`config.mk`:
```
export PLATFORM = sky130hd
export DESIGN_NAME = lru_cache_byte_budget
export DESIGN_NICKNAME = d
export VERILOG_FILES = /design/src/hdl/lcb_pkg.sv /design/src/hdl/lcb_unit.sv /design/src/hdl/lcb_table.sv /design/src/hdl/lru_cache_byte_budget.sv
export SDC_FILE = /design/constraint.sdc
export NUM_CORES = 2
export LEC_CHECK = 0
export BUFFER_PORTS_ARGS = -buffer_cell sky130_fd_sc_hd__buf_4
export CAP_MARGIN = 15
export CORE_MARGIN = 2
export CORE_UTILIZATION = 55
export CTS_BUF_LIST = sky130_fd_sc_hd__clkbuf_8
export DETAILED_ROUTE_END_ITERATION = 16
export PLACE_DENSITY = 0.68
export SKIP_LAST_GASP = 1
export SLEW_MARGIN = 20
export SYNTH_ARGS = -nofsm -noshare
export SYNTH_HDL_FRONTEND = slang
export SYNTH_SLANG_ARGS = --single-unit
```
`constraint.sdc`:
```
create_clock -name clk -period 33.2 [get_ports clk]
set_input_delay 6.64 -clock clk [delete_from_list [all_inputs] [get_ports clk]]
set_output_delay 6.64 -clock clk [all_outputs]
set_load 0.005 [all_outputs]
```
`src/hdl/lcb_pkg.sv`:
```
// ----------------------------------------------------------------------------
// lcb_pkg
// Shared types and constants of the byte-budget LRU cache: sequencer states,
// shared-unit operations and result bundle, default sizes and reset values.
// ----------------------------------------------------------------------------
`default_nettype none

package lcb_pkg;

  localparam int ENTRIES_DEF  = 16;
  localparam int KEY_BITS_DEF = 32;

  localparam int SIZE_W  = 32;
  localparam int STAMP_W = 64;
  localparam int UNIT_W  = 64;

  localparam logic [31:0] CAPACITY_RESET = 32'd1048576;

  // Register index of capacity_bytes (address bit 2 selects the register).
  localparam logic REG_CAPACITY = 1'b0;

  typedef enum logic [2:0] {
    S_IDLE,
    S_LOOK,
    S_FIT,
    S_OLD,
    S_DROP,
    S_STORE,
    S_DONE
  } state_t;

  typedef enum logic {
    OP_ADD,
    OP_SUB
  } unit_op_t;

  typedef struct packed {
    logic              eq;
    logic              lt;
    logic [UNIT_W-1:0] res;
  } unit_res_t;

endpackage

`default_nettype wire

```
`src/hdl/lcb_unit.sv`:
```
// ----------------------------------------------------------------------------
// lcb_unit
// Shared compare and add/subtract unit. Key match, stamp age compare, budget
// check and free-byte update all pass through it, one use per cycle.
// ----------------------------------------------------------------------------
`default_nettype none

module lcb_unit (
  input  wire lcb_pkg::unit_op_t          op,
  input  wire logic [lcb_pkg::UNIT_W-1:0] a,
  input  wire logic [lcb_pkg::UNIT_W-1:0] b,
  output lcb_pkg::unit_res_t              res
);

  always_comb begin
    res.eq = (a == b);
    res.lt = (a < b);
    case (op)
      lcb_pkg::OP_ADD: res.res = a + b;
      lcb_pkg::OP_SUB: res.res = a - b;
      default:         res.res = a + b;
    endcase
  end

endmodule

`default_nettype wire

```
`src/hdl/lcb_table.sv`:
```
// ----------------------------------------------------------------------------
// lcb_table
// Entry table memory: one row per slot holding key, size and recency stamp.
// One write port and one read port with registered read data.
// ----------------------------------------------------------------------------
`default_nettype none

module lcb_table #(
  parameter int ENTRIES = lcb_pkg::ENTRIES_DEF,
  parameter int ROW_W   = lcb_pkg::KEY_BITS_DEF + 96
) (
  input  wire logic                       clk,
  input  wire logic                       wr_en,
  input  wire logic [$clog2(ENTRIES)-1:0] wr_addr,
  input  wire logic [ROW_W-1:0]           wr_data,
  input  wire logic [$clog2(ENTRIES)-1:0] rd_addr,
  output logic      [ROW_W-1:0]           rd_data
);

  logic [ROW_W-1:0] mem [ENTRIES];

  always_ff @(posedge clk) begin
    if (wr_en) begin
      mem[wr_addr] <= wr_data;
    end
    rd_data <= mem[rd_addr];
  end

endmodule

`default_nettype wire

```
`src/hdl/lru_cache_byte_budget.sv`:
```
// Request flow, accepting edge to result word: a hit ends at its slot in the sequential key scan
// through the single registered table read port. A miss that finds a free slot then passes the
// budget check and stores. Each budget eviction adds an oldest-entry scan and a drop, then a new
// budget check; a full-table eviction goes from the drop to the store; a reject ends on a last empty scan.
// Throughput: one request at a time; input is ready the cycle after the result word loads.
// Reset (rst, synchronous): all entries invalid, stamp 1, capacity 1048576, free = capacity.
// ----------------------------------------------------------------------------
// lru_cache_byte_budget
// LRU cache bookkeeping with a byte budget. A small sequencer scans the entry
// table for a key match, evicts oldest entries until the item fits and stores
// it (or rejects it once the table is empty), using one shared compare/arithmetic unit.
// ----------------------------------------------------------------------------
`default_nettype none

module lru_cache_byte_budget #(
  parameter int ENTRIES  = lcb_pkg::ENTRIES_DEF,
  parameter int KEY_BITS = lcb_pkg::KEY_BITS_DEF
) (
  input  wire logic        clk,
  input  wire logic        rst,
  // s_tdata: key_id[31:0], item_size[63:32]
  input  wire logic        s_tvalid,
  output logic             s_tready,
  input  wire logic [63:0] s_tdata,
  // m_tdata: hit[0], stored[1], evicted_count[6:2], free_after[38:7], zero[39]
  output logic             m_tvalid,
  input  wire logic        m_tready,
  output logic [39:0]      m_tdata,
  input  wire logic        psel,
  input  wire logic        penable,
  input  wire logic        pwrite,
  input  wire logic [2:0]  paddr,
  input  wire logic [31:0] pwdata,
  output logic [31:0]      prdata,
  output logic             pready
);

  localparam int IW    = $clog2(ENTRIES);
  localparam int KW    = (KEY_BITS < 32) ? KEY_BITS : 32;
  localparam int SW    = lcb_pkg::SIZE_W;
  localparam int TW    = lcb_pkg::STAMP_W;
  localparam int ROW_W = KW + SW + TW;

  lcb_pkg::state_t state, state_next;

  logic [31:0]        capacity;
  logic [SW-1:0]      free_bytes;
  logic [TW-1:0]      stamp;
  logic [TW-1:0]      stamp_inc;
  logic [ENTRIES-1:0] valid;

  logic [KW-1:0] key_q;
  logic [SW-1:0] size_q;

  logic [IW:0]   cnt;
  logic          chk;
  logic [IW-1:0] chk_idx;
  logic          last_chk;

  logic          best_found;
  logic [IW-1:0] best_idx;
  logic [TW-1:0] best_stamp;
  logic [SW-1:0] best_size;
  logic          free_found;
  logic [IW-1:0] free_slot;
  logic          full_mode;

  logic       res_hit;
  logic       res_stored;
  logic [4:0] evicted;

  logic [ROW_W-1:0] rd_row;
  logic [KW-1:0]    rd_key;
  logic [SW-1:0]    rd_size;
  logic [TW-1:0]    rd_stamp;

  logic             wr_en;
  logic [IW-1:0]    wr_addr;
  logic [ROW_W-1:0] wr_data;

  lcb_pkg::unit_op_t             op;
  logic [lcb_pkg::UNIT_W-1:0]    op_a;
  logic [lcb_pkg::UNIT_W-1:0]    op_b;
  lcb_pkg::unit_res_t            ures;

  logic hit_now;
  logic take_old;
  logic cfg_we;

  assign rd_key    = rd_row[ROW_W-1 -: KW];
  assign rd_size   = rd_row[TW +: SW];
  assign rd_stamp  = rd_row[TW-1:0];
  assign stamp_inc = stamp + 64'd1;
  assign last_chk  = chk && (chk_idx == IW'(ENTRIES - 1));
  assign hit_now   = (state == lcb_pkg::S_LOOK) && chk && valid[chk_idx] && ures.eq;
  assign take_old  = chk && valid[chk_idx] && (!best_found || ures.lt);

  assign s_tready = (state == lcb_pkg::S_IDLE);
  assign pready   = 1'b1;
  assign cfg_we   = psel && penable && pwrite && (paddr[2] == lcb_pkg::REG_CAPACITY);
  assign prdata   = (paddr[2] == lcb_pkg::REG_CAPACITY) ? capacity : 32'd0;

  lcb_table #(
    .ENTRIES(ENTRIES),
    .ROW_W  (ROW_W)
  ) u_table (
    .clk    (clk),
    .wr_en  (wr_en),
    .wr_addr(wr_addr),
    .wr_data(wr_data),
    .rd_addr(cnt[IW-1:0]),
    .rd_data(rd_row)
  );

  lcb_unit u_unit (
    .op (op),
    .a  (op_a),
    .b  (op_b),
    .res(ures)
  );

  // Next state.
  always_comb begin
    state_next = state;
    case (state)
      lcb_pkg::S_IDLE: begin
        if (s_tvalid) state_next = lcb_pkg::S_LOOK;
      end
      lcb_pkg::S_LOOK: begin
        if (hit_now) state_next = lcb_pkg::S_DONE;
        else if (last_chk) state_next = lcb_pkg::S_FIT;
      end
      lcb_pkg::S_FIT: begin
        if (ures.lt || !free_found) state_next = lcb_pkg::S_OLD;
        else state_next = lcb_pkg::S_STORE;
      end
      lcb_pkg::S_OLD: begin
        if (last_chk) state_next = lcb_pkg::S_DROP;
      end
      lcb_pkg::S_DROP: begin
        if (!best_found) state_next = lcb_pkg::S_DONE;
        else if (full_mode) state_next = lcb_pkg::S_STORE;
        else state_next = lcb_pkg::S_FIT;
      end
      lcb_pkg::S_STORE: state_next = lcb_pkg::S_DONE;
      lcb_pkg::S_DONE: begin
        if (!m_tvalid || m_tready) state_next = lcb_pkg::S_IDLE;
      end
      default: state_next = lcb_pkg::S_IDLE;
    endcase
  end

  // Shared unit operands and table writes.
  always_comb begin
    op      = lcb_pkg::OP_ADD;
    op_a    = '0;
    op_b    = '0;
    wr_en   = 1'b0;
    wr_addr = chk_idx;
    wr_data = {rd_key, rd_size, stamp_inc};
    case (state)
      lcb_pkg::S_LOOK: begin
        op_a  = 64'(rd_key);
        op_b  = 64'(key_q);
        wr_en = hit_now;
      end
      lcb_pkg::S_FIT: begin
        // Compare as free < size: the item does not fit yet.
        op_a = 64'(free_bytes);
        op_b = 64'(size_q);
      end
      lcb_pkg::S_OLD: begin
        op_a = rd_stamp;
        op_b = best_stamp;
      end
      lcb_pkg::S_DROP: begin
        op_a = 64'(free_bytes);
        op_b = 64'(best_size);
      end
      lcb_pkg::S_STORE: begin
        op      = lcb_pkg::OP_SUB;
        op_a    = 64'(free_bytes);
        op_b    = 64'(size_q);
        wr_en   = 1'b1;
        wr_addr = free_slot;
        wr_data = {key_q, size_q, stamp_inc};
      end
      default: begin
        op = lcb_pkg::OP_ADD;
      end
    endcase
  end

  // Control state.
  always_ff @(posedge clk) begin
    if (rst) begin
      state      <= lcb_pkg::S_IDLE;
      capacity   <= lcb_pkg::CAPACITY_RESET;
      free_bytes <= lcb_pkg::CAPACITY_RESET;
      stamp      <= 64'd1;
      valid      <= '0;
      cnt        <= '0;
      chk        <= 1'b0;
      best_found <= 1'b0;
      free_found <= 1'b0;
      m_tvalid   <= 1'b0;
    end else begin
      state <= state_next;

      if (state == lcb_pkg::S_LOOK || state == lcb_pkg::S_OLD) begin
        if (cnt < (IW+1)'(ENTRIES)) begin
          cnt <= cnt + (IW+1)'(1);
          chk <= 1'b1;
        end else begin
          chk <= 1'b0;
        end
      end else begin
        cnt <= '0;
        chk <= 1'b0;
      end

      case (state)
        lcb_pkg::S_IDLE: begin
          free_found <= 1'b0;
        end
        lcb_pkg::S_LOOK: begin
          // Remember the lowest empty slot seen during the key scan.
          if (chk && !valid[chk_idx] && !free_found) free_found <= 1'b1;
          if (hit_now) stamp <= stamp_inc;
        end
        lcb_pkg::S_FIT: begin
          best_found <= 1'b0;
        end
        lcb_pkg::S_OLD: begin
          if (take_old) best_found <= 1'b1;
        end
        lcb_pkg::S_DROP: begin
          if (best_found) begin
            free_bytes      <= ures.res[SW-1:0];
            valid[best_idx] <= 1'b0;
            free_found      <= 1'b1;
          end
        end
        lcb_pkg::S_STORE: begin
          valid[free_slot] <= 1'b1;
          stamp            <= stamp_inc;
          free_bytes       <= ures.res[SW-1:0];
        end
        default: begin
          stamp <= stamp;
        end
      endcase

      if (state == lcb_pkg::S_DONE && (!m_tvalid || m_tready)) m_tvalid <= 1'b1;
      else if (m_tready) m_tvalid <= 1'b0;

      if (cfg_we) begin
        capacity   <= pwdata;
        free_bytes <= pwdata;
        valid      <= '0;
      end
    end
  end

  // Payload registers.
  always_ff @(posedge clk) begin
    if (state == lcb_pkg::S_LOOK || state == lcb_pkg::S_OLD) begin
      chk_idx <= cnt[IW-1:0];
    end
    case (state)
      lcb_pkg::S_IDLE: begin
        key_q      <= s_tdata[KW-1:0];
        size_q     <= s_tdata[63:32];
        res_hit    <= 1'b0;
        res_stored <= 1'b0;
        evicted    <= 5'd0;
      end
      lcb_pkg::S_LOOK: begin
        if (chk && !valid[chk_idx] && !free_found) free_slot <= chk_idx;
        if (hit_now) begin
          res_hit    <= 1'b1;
          res_stored <= 1'b1;
        end
      end
      lcb_pkg::S_FIT: begin
        full_mode <= !ures.lt;
      end
      lcb_pkg::S_OLD: begin
        if (take_old) begin
          best_idx   <= chk_idx;
          best_stamp <= rd_stamp;
          best_size  <= rd_size;
        end
      end
      lcb_pkg::S_DROP: begin
        if (best_found) begin
          evicted <= evicted + 5'd1;
          if (!free_found || best_idx < free_slot) free_slot <= best_idx;
        end
      end
      lcb_pkg::S_STORE: begin
        res_stored <= 1'b1;
      end
      lcb_pkg::S_DONE: begin
        if (!m_tvalid || m_tready) begin
          m_tdata <= {1'b0, free_bytes, evicted, res_stored, res_hit};
        end
      end
      default: begin
        res_hit <= res_hit;
      end
    endcase
  end

  // The budget is never overrun: free bytes never exceed capacity.
  a_free_within_capacity: assert property (@(posedge clk) disable iff (rst)
    free_bytes <= capacity)
    else $error("free bytes exceed capacity");

  // An eviction always targets an entry that is currently valid.
  a_drop_valid: assert property (@(posedge clk) disable iff (rst)
    (state == lcb_pkg::S_DROP && best_found) |-> valid[best_idx])
    else $error("eviction of an invalid entry");

  // A stored item occupies a slot that was empty before the store.
  a_store_slot: assert property (@(posedge clk) disable iff (rst)
    (state == lcb_pkg::S_STORE) |-> (free_found && !valid[free_slot]))
    else $error("store into an occupied slot");

  // Stored slot is valid right after the store, unless a capacity write clears the table at the same time.
  a_store_sets_valid: assert property (@(posedge clk) disable iff (rst)
    (state == lcb_pkg::S_STORE && !cfg_we) |=> valid[$past(free_slot)])
    else $error("stored slot not valid");

  // A reject leaves the table empty.
  a_reject_empty: assert property (@(posedge clk) disable iff (rst)
    (state == lcb_pkg::S_DROP && !best_found) |-> (valid == '0))
    else $error("reject with entries left");

endmodule

`default_nettype wire
```
Word level (Yosys, flattened, before mapping)
Memories as Yosys holds them, arrays and structs flattened. A register that Yosys moved wholly into a read port is not among the register bits.
Cells that the tools add are included.
{"block": "totals", "input_bits": 106, "ram_bits": 2048, "output_inout_bits": 75, "memories": 1, "reg_bits": 375}
{"block": "op_classes", "mux": 49, "reduce_logical": 51, "n_addsub": 5, "eq_ne": 18, "n_lt_le_gt_ge": 8, "bitwise": 6}
{"name": "u_table.mem", "words": 16, "word_bits": 128, "rd": 1, "rd_ports_with_merged_regs": 1, "write_ports": 1, "line_no": "lcb_table.sv:20", "rtl": "logic [ROW_W-1:0] mem [ENTRIES];"}
{"cell": "64-bit case mux with 4 select lines", "count": 1}
{"cell": "64-bit case mux with 3 select lines", "count": 1}
{"cell": "128-bit 2-to-1 mux", "count": 1}
{"cell": "32-bit case mux with 2 select lines", "count": 2}
{"cell": "64-bit case mux with 2 select lines", "count": 1}
{"cell": "32-bit 2-to-1 mux", "count": 3}
{"cell": "64-bit by 1-bit adder with 64-bit output (second input constant)", "count": 1}
{"cell": "64-bit == test", "count": 1}
{"cell": "64-bit < comparator", "count": 1}
{"cell": "64-bit 2-to-1 mux", "count": 1}
{"cell": "32-bit adder", "count": 1}
{"cell": "16-bit case mux with 2 select lines", "count": 1}
{"cell": "32-bit subtractor", "count": 1}
{"cell": "3-bit 2-to-1 mux", "count": 8}
{"cell": "3-bit case mux with 7 select lines", "count": 1}
{"cell": "2-bit AND reduction", "count": 9}
{"cell": "16-bit AND", "count": 1}
{"cell": "16-bit 2-to-1 mux", "count": 1}
{"cell": "4-bit 2-to-1 mux", "count": 4}
{"cell": "16-bit inverter", "count": 1}
{"cell": "16-bit OR", "count": 1}
{"cell": "4-bit by 5-bit < comparator with 1-bit output (second input constant)", "count": 3}
{"cell": "1-bit logical AND", "count": 14}
{"cell": "2-bit nonzero test", "count": 7}
{"cell": "28 further kinds", "count": 71}

Logic depth before layout (Yosys ltp)
{"block": "logic_depth", "depth_word": 8, "mapped_depth": 26, "mapped_depth_nobuf": 22}

Modules after synthesis
From an unflattened synthesis, not the netlist that was laid out.
{"block": "hier_totals", "cells_unflattened": 6595, "area_unflattened_um2": 106073.0}
{"mod": "lcb_table", "cells_per_inst": 3365, "area_per_inst_um2": 79331.1, "instances": 1, "seq_area_each_um2": 64061.4}
{"mod": "lru_cache_byte_budget", "cells_per_inst": 1936, "area_per_inst_um2": 18621.6, "instances": 1, "seq_area_each_um2": 9699.3}
{"mod": "lcb_unit", "cells_per_inst": 1294, "area_per_inst_um2": 8120.3, "instances": 1, "seq_area_each_um2": 0.0}

Worst setup path after synthesis
Ideal clock, no wire load.
{"block": "synth_path", "path_type": "input-to-output", "from": "input paddr[2]", "to": "output prdata[10]", "required_time_ps": 26560, "t_arrival_ps": 6978, "slack_ps": 19582, "path_buffers": 1, "stages": 2, "path_cell_list": "clkbuf_1 nor2b_1"}
{"block": "synth_via", "elab_chain_cells": 1}
{"item": "start, declared", "line_no": "lru_cache_byte_budget.sv:32", "rtl": "input wire logic [2:0] paddr,"}
{"item": "32-bit 2-to-1 mux", "line_no": "lru_cache_byte_budget.sv:101", "rtl": "assign prdata = (paddr[2] == lcb_pkg::REG_CAPACITY) ? capacity : 32'd0;"}
{"item": "end, declared", "line_no": "lru_cache_byte_budget.sv:34", "rtl": "output logic [31:0] prdata,"}
No other way between the ends.

Worst setup path in the final report
{"block": "layout_path", "from": "input paddr[2]", "to": "output prdata[28]"}
Same word-level chain as after synthesis.

==> impl_metrics.csv <==
group,metric,value,unit
outcome,outcome,"finished clean",
logic_synthesis,yosys-top-cells-area,"edfxtp_1 67%, mux4_2 14%, dfxtp_1 5.6%",
power_and_ir_drop,power.density,57.3,mW/mm^2
layout,final_nets,6041,
drt,num_vias,53093,
place,post-dp-hpwl,129000,um
floorplanning,io_pins,181,
timing,rsz0062_at_grt,"false",
logic_synthesis,syn_area_per_cell,18.6,sq um
timing,clock_skew,126,ps
power_and_ir_drop,peakVddDrop,58.0,uV
layout,syn2layout_area_growth,12.4,%
cts,htreeDepth,5,
layout,nFillCells,12885,
logic_synthesis,yosys_warnings,0,
timing,period_minus_slack,13810,ps
timing,finalCritPeriodShare,0.416,
floorplanning,die_area,0.188,sq mm
timing,hold_viol_final,0,
worst_setup_path,worstSetupPathType,"in2out",
timing,finalSetupViolCount,0,
place,gp_congestion,0.914,
timing,relSlewSlack,0.244,
cts,clk_root_buffer_cell,"clkbuf_8",
cts,cts_tree,"built",
worst_setup_path,required,26560,ps
floorplanning,initial_core_util,0.553,
logic_synthesis,synth_cell_type_count,93,
logic_synthesis,netlist.area_leader.share,0.672,
layout,postLayoutCoreUtil,0.622,
timing,setup_slack,19390,ps
worst_setup_path,crit_fanout,34,
drt,drtAntennaViolNets,0,
logic_synthesis,ys_seq_elements,2551,
global_route,grt_max_degree,126,
worst_hold_path,hold_path.class,"reg2reg",
global_route,grt_pass1_wl,354000,um
layout,drive_gt1_frac,0.252,
drt,drc,0,
run,cap_violations,0,
cts,post_cts_buffers,0,
logic_synthesis,syn_nets,5648,
logic_synthesis,yosys.area.top_type,"edfxtp_1",
place,place_ws,19380,ps
timing,finalSetupTns,0,ps
drt,viasPerCell,6.15,
timing,fmax,0.0724,GHz
timing,worst_pin_slew,1130,ps
cts,numCtsBuffers,415,
cts,clockBufferDepth,4,
cts,clk_latency,1100,ps
cts,cts_hold_buf,0,
floorplanning,rows,157,
floorplanning,die_w,433,um
drt,post_drt_wl_per_cell,28.1,um
drt,postRouteWirelength,242000,um
worst_setup_path,crit_path_end_kind,"output port",
drt,first_pass_iters,5,
drt,drt-initial-drc-count,5740,
global_route,antenna_found_initial,9,
global_route,grt.total_usage,0.259,
logic_synthesis,yosysSeqAreaShare,0.729,
cts,clkTransAtPathRegs,60,ps
logic_synthesis,async_flop_share,0,
floorplanning,core_area,0.183,sq mm
worst_setup_path,startpoint_type,"primary input",
logic_synthesis,synth_edf_count,2267,
logic_synthesis,synthesis.area,0.101,sq mm
power_and_ir_drop,p_leak,0.0376,uW
worst_setup_path,worst_ep_arrival_time,7170,ps
timing,slew_violations,0,
place,portBuffers,176,
floorplanning,dieHeight,433,um
global_route,grt_pass1_vias,53396,
global_route,overflow,0,
cts,cts_sinks,2551,
cts,cts_resized,0,
logic_synthesis,ys.flop_type,"edfxtp_1",
logic_synthesis,postSynthCellCount,5442,
## metal layers
metal | routed length (um) | vias to the layer above | track usage
li1 | - | 22675 | -
met1 | 101000 | 27746 | 0.371
met3 | 17000 | 447 | 0.0376
met2 | 117000 | 2225 | 0.414
met4 | 7410 | 0 | 0.0889
met5 | 0 | - | 0
## state kept, by name, indices dropped and copies added, names as in the netlist, 39 cells and up
| signal | cells |
|---|---|
| best_stamp | 64 |
| m_tdata | 39 |
| stamp | 64 |
| u_table.mem | 2048 |
| u_table.rd_data | 128 |
## layout by cell type (no fill, tap or decap), types with 11 or more instances in the layout
master / count
bufinv_16: 14
nand4_1: 45
nand3_1: 45
nor2b_1: 62
a31oi_1: 12
edfxtp_1: 2267
a221o_1: 15
o21ai_0: 139
mux4_2: 623
a211oi_1: 39
xor2_1: 63
nor2_1: 185
mux2i_1: 97
mux2_2: 26
buf_12: 16
xnor2_1: 60
nand2_1: 478
ha_1: 99
o22a_1: 12
and3_1: 51
nand2b_1: 14
clkbuf_8: 467
a22oi_1: 11
xor2_2: 16
xnor2_2: 27
a21oi_1: 168
nor3_1: 33
dfxtp_1: 277
buf_4: 251
clkinv_1: 52
clkinv_2: 40
a21o_1: 48
inv_1: 191
or3_1: 25
## metrics by stage
stage               hold slack, ps  power [uW]  std cells  instance area, sq um
global placement               407        3980       7881                106000
floorplan                      400        3860       5442                101000
detailed placement             407        3990       7881                106000
global route                   401        6730       8630                114000
CTS                            400        6560       8628                113000
finish                         410        6520       8632                114000
## final timing paths
kind / endpoint / from / slack, ps / cells past startpoint
max: prdata[28] / paddr[2] / 19390 / 3
min: best_stamp[50] / u_table.rd_data[50] / 410 / 0
max reg2reg: u_table.mem[10][18] / state[0] / 24660 / 18
min reg2reg: best_stamp[50] / u_table.rd_data[50] / 410 / 0
## area by class of cell
| cell class | count | area, sq um | share of cell area |
|---|---|---|---|
| antenna | 3 | 7.51 | 0.0000660 |
| clock buffer | 467 | 6430 | 0.0565 |
| clock inverter | 280 | 1510 | 0.0133 |
| inverter | 27 | 103 | 0.000901 |
| multi-input combinational | 2573 | 26700 | 0.235 |
| sequential | 2551 | 73800 | 0.648 |
| tap | 2464 | 3080 | 0.0271 |
| timing repair buffer | 267 | 2200 | 0.0194 |
## power by group
| part | total (uW) | leakage (uW) | switching [uW] | internal (uW) |
|---|---|---|---|---|
| clock network | 2590 | 0.00469 | 1200 | 1390 |
| logic | 396 | 0.00987 | 232 | 164 |
| registers | 3530 | 0.0231 | 31.2 | 3500 |
## Yosys cell counts, drive strengths merged, types with 41 or more instances
master,count
edfxtp,2267
mux4,623
nand2,478
dfxtp,284
clkbuf,199
nor2,196
a21oi,170
o21ai,140
ha,99
mux2i,97
buf,92
xnor2,87
xor2,79
nor2b,68
and3,52
a21o,48
nand3,47
nand4,46
a211oi,41
## logic make-up after synthesis
| kind of cell | count (synthesis) | synth area share |
|---|---|---|
| adder cells (fa/ha/maj) | 103 | 0.0127 |
| other | 2 | 0.0000742 |
| XOR/XNOR | 166 | 0.0144 |
| flip-flops | 2551 | 0.729 |
| AND/OR/NAND/NOR | 1028 | 0.0476 |
| AO/OA/AOI/OAI | 528 | 0.0332 |
| buffers and inverters | 318 | 0.0125 |
| multiplexers | 746 | 0.151 |
## worst max-delay path, cell delays in order
cell and delay [ps]:
buf_4 290, nor2b_1 90, buf_4 140
Power figures use the tool's default switching activity.
